===== src/sv/lmsc_ram.sv =====
`default_nettype none
module lmsc_ram #(
    parameter int unsigned WIDTH = 8,
    parameter int unsigned DEPTH = 16
) (
    input  wire                     i_clk,
    input  wire                     i_we,
    input  wire [$clog2(DEPTH)-1:0] i_waddr,
    input  wire [WIDTH-1:0]         i_wdata,
    input  wire [$clog2(DEPTH)-1:0] i_raddr,
    output logic [WIDTH-1:0]        o_rdata
);
    logic [WIDTH-1:0] r_mem [DEPTH];

    always_ff @(posedge i_clk) begin
        if (i_we) begin
            r_mem[i_waddr] <= i_wdata;
        end
        o_rdata <= r_mem[i_raddr];
    end
endmodule
`default_nettype wire


===== config.mk =====
export PLATFORM = sky130hd
export DESIGN_NAME = lmsc_ram
export DESIGN_NICKNAME = d
export VERILOG_FILES = /design/src/sv/lmsc_ram.sv
export SDC_FILE = /design/constraint.sdc
export NUM_CORES = 1
export LEC_CHECK = 0
export ABC_AREA = 1
export CAP_MARGIN = 5
export CELL_PAD_IN_SITES_DETAIL_PLACEMENT = 0
export CELL_PAD_IN_SITES_GLOBAL_PLACEMENT = 1
export CORE_MARGIN = 1.5
export CORE_UTILIZATION = 54
export DETAILED_ROUTE_END_ITERATION = 8
export DONT_BUFFER_PORTS = 1
export PLACE_DENSITY_LB_ADDON = 0.1
export SKIP_CTS_REPAIR_TIMING = 1
export SYNTH_ARGS = -nofsm -noshare
export SYNTH_HDL_FRONTEND = slang
export SYNTH_SLANG_ARGS = --single-unit

===== constraint.sdc =====
create_clock -name i_clk -period 2.22 [get_ports i_clk]
set_input_delay 0.444 -clock i_clk [delete_from_list [all_inputs] [get_ports i_clk]]
set_output_delay 0.444 -clock i_clk [all_outputs]
set_load 0.005 [all_outputs]

After elaboration in Yosys (flattened, before gate mapping) --
Memories as Yosys holds them, arrays and structs flattened. A register that Yosys moved wholly into a read port is not among the register bits. Index checks and enable logic that the tools add are counted.
Word-level totals: register bits after elaboration 0, bits in writable memories 128, logic and storage cells 3, input port bits 18, memories 1, output and inout bits 8
Cells by class: mux-type cells 2
Memories:
- r_mem | words 16, bits a word 8, read ports 1, clocked after Yosys merged registers in 1, write ports 1, line 13 | logic [WIDTH-1:0] r_mem [DEPTH];
Operators with widths (number):
- $mux W1 | 2

Logic depth before layout (Yosys ltp) --
word-level depth 2, gate-level depth with buffers 8, depth with buffers taken out 7

Worst setup path before layout --
Ideal clock, no wire load.
path kind input port to flip-flop, from input i_waddr[2], to memory r_mem[10][0], enable pin, cell stages on the path 2, data required time 1.850 ns, arrival 1.025 ns, buffers on the path 0, library setup time 0.370 ns, setup slack 0.825 ns, path through nand3b_1 nor2_1
RTL lines:
- from (decl) | line 8 | input wire [$clog2(DEPTH)-1:0] i_waddr,
- to (decl) | line 13
Straight into the memory's write port.

Worst setup path in the final report --
from register o_rdata[4] (read register of r_mem), to output o_rdata[4]
RTL lines:
- from (decl) | line 11 | output logic [WIDTH-1:0] o_rdata
No word-level cell between the ends.

==> summary.md <==
| Metric | Value |
|---|---|
| Fill cells | `approximately 820` |
| Critical path class | `reg -> out` |
| 1st-iter DRT viols | `around 330` |
| Setup TNS Final | `0 ns` |
| DR vias | `about 3700` |
| Dpl cells | `675` |
| Synth Instances | `551` |
| DRT met1 WL | `around 6300 um` |
| Final Setup Violations | `0` |
| Drt pass-1 iters | `7` |
| Worst setup SP type | `flop` |
| P&R area growth vs syn | `14.1%` |
| Synth top area share | `between 60% and 70%` |
| Switching Share | `between 20% and 30%` |
| Unique masters post-synth | `12` |
| Die ar. | `roughly 0.011 mm^2` |
| Fin cells | `roughly 700` |
| Period utilization | `roughly three fifths` |
| WL/cell | `18.4 um` |
| Gp weighted congestion | `between 0.7 and 0.8` |
| Total track usage | `about a quarter` |
| Post-synthesis sequential area ratio | `between 60 and 70%` |
| Residual DRC count | `0` |
| Worst-path clk slew | `0.06 ns` |
| Crit. End Element | `output pin` |
| Req. time, crit path | `about 1.8 ns` |
| Initial Utilization | `a little under three fifths` |
| Relative slew slack | `roughly half` |
| Total power divided by cell area | `between 900 and 1000 mW/mm^2` |
| Synth Register Bits | `around 140` |
| Final Max Slew Viols | `0` |
| Internal power | `around 0.0047 W` |
| Clock Tree Root | `clkbuf_8` |
| Synth Cell Area | `around 0.0058 mm^2` |
| Initial antenna violation count | `1` |
| Row count | `37` |
| Seq pwr share | `48.9%` |
| Share of power burned in combinational logic | `under 10%` |
| Nets@finish | `589` |
| CTS tree | `done` |
| Die Height | `106 um` |
| Num CTS Buffers | `17` |
| Uppermost routed layer | `met4` |
| Clock power frac | `a little under half` |
| Worst-Skew Late Latency | `around 0.53 ns` |
| CP arrival | `around 0.92 ns` |
| Detail Route Antenna Nets | `0` |
| Hold crit path type | `in -> reg` |
| Crit-path max FO | `1` |
| Largest net degree at the start of global routing | `66` |
| Max-cap viol count | `0` |
| Top post-synthesis cells by area | `edfxtp_1 (67%), nand2_1 (11%), nand3_1 (8.4%)` |
| Core Util, Final | `63.8%` |
| Die Wd | `about 110 um` |
| DR vias/cell | `about 5.1` |
| Grt ovf | `0` |
| Sw power | `~0.0012 W` |
| Clock Sinks | `roughly 140` |
| HPWL Detailed | `approximately 7500 um` |
| WL met2 | `5680 um` |
| Total wire length | `about 13000 um` |
| Post-Syn Area per Cell | `10.5 um^2` |
| Syn Nets | `between 500 and 600` |
| Worst Skew | `roughly 0.0088 ns` |
| Clock buffer depth | `2` |
| Fraction of final layout cells sized beyond drive strength 1 | `~7.5%` |
| IO buf count | `0` |
| Number of global-route vias before repair | `approximately 3400` |
| Yosys warns | `0` |
| Met3 routed WL | `roughly 1100 um` |
| Hold Fails Final Rpt | `0` |
| Area after DPL | `roughly 0.0059 mm^2` |
| Outcome | `finished clean` |
| Worst VDD drop | `between 0.0005 and 0.0006 V` |
| Minimum clock period | `1.37 ns` |
| First-pass GRT wire length | `roughly 19000 um` |
| Worst slew pin tran | `between 0.7 and 0.8 ns` |
| Largest area contributor in the netlist | `edfxtp_1` |
| Achievable Freq | `around 0.73 GHz` |
| Setup repair after global routing missed its margin | `false` |
| CORE AREA | `slightly above 0.01 mm^2` |
| Leak | `2.82 nW` |
| Post-route cell area | `between 0.006 and 0.007 mm^2` |
| H-Tree Depth | `4` |
| Ports | `26` |
-- kinds of logic (layout without fill, tap and decap cells) --
kind of cell,Yosys count,after routing,synth area share [%]
other,0,1,0
AND/OR/NAND/NOR,289,289,21.0
flip-flops,136,136,69.4
buffers and inverters,126,159,9.52
-- power groups by stage --
| stage | combinational, W | sequential, W | clock, W |
|---|---|---|---|
| 6_report | 0.000256 | 0.00290 | 0.00277 |
| 4_1_cts | 0.000218 | 0.00290 | 0.00280 |
| 3_3_place_gp | 0.000216 | 0.00295 | 0 |
| 2_1_floorplan | 0.000203 | 0.00294 | 0 |
| 3_5_place_dp | 0.000217 | 0.00295 | 0 |
| 5_1_grt | 0.000286 | 0.00290 | 0.00289 |
-- area by class of cell --
| type | count | area (um^2) | share of cell area (%) |
|---|---|---|---|
| well taps | 136 | 170 | 2.59 |
| multi-input cells | 289 | 1210 | 18.4 |
| diodes | 1 | 2.50 | 0.0380 |
| repair buffers | 25 | 220 | 3.35 |
| clock inverters | 14 | 171 | 2.60 |
| inverters | 102 | 383 | 5.82 |
| clock buffers | 18 | 418 | 6.35 |
| flip-flops and latches | 136 | 4000 | 60.8 |
-- sequential cells by signal (all words and copies together), names as in the netlist --
| name | count |
|---|---|
| o_rdata | 8 |
| r_mem | 128 |
-- cells in the final DEF (no fill, tap or decap) --
cell type and n:
nand3_1 97, diode_2 1, clkinv_4 3, clkbuf_16 16, buf_4 12, bufinv_16 3, inv_1 100, dfxtp_1 8
edfxtp_1 128, nor2_1 17, dlygate4sd3_1 13, inv_2 2, clkinv_2 2, nand2_1 173, clkbuf_8 1, clkinvlp_4 2
nand3b_1 2, inv_6 3, clkbuf_1 1, clkinv_1 1
-- per-stage QoR --
| stage | total power, W | hold slack (ns) | setup slack [ns] |
|---|---|---|---|
| after floorplan | 0.00314 | 0.543 | 0.825 |
| after global placement | 0.00317 | 0.544 | 0.625 |
| after detailed placement | 0.00317 | 0.544 | 0.548 |
| after CTS | 0.00592 | -0.00857 | 0.836 |
| after global routing | 0.00608 | -0.000954 | 0.831 |
| final | 0.00593 | 0.00840 | 0.851 |
-- metal layers --
metal  GRT usage, %  vias to the layer above
li1               -                     1814
met1           35.5                     1723
met2           34.5                      132
met3           6.13                       13
met4           8.40                        0
met5              0                        -
-- synthesized netlist by cell type --
master	number
nand2_1	173
buf_4	4
nand3_1	97
nand3b_1	2
edfxtp_1	128
nor2_1	17
buf_6	6
inv_2	2
dfxtp_1	8
buf_1	1
inv_1	100
buf_2	13
-- final timing paths --
path	slack, ns	to	from	cells past startpoint
max	0.85	o_rdata[4]	o_rdata[4]	0
min	0.008	r_mem[9][2]	i_wdata[2]	0
max reg2reg	1.16	o_rdata[2]	r_mem[9][2]	6
min reg2reg	0.68	o_rdata[0]	r_mem[11][0]	6
Note: power is estimated with default switching activity, not from simulation.
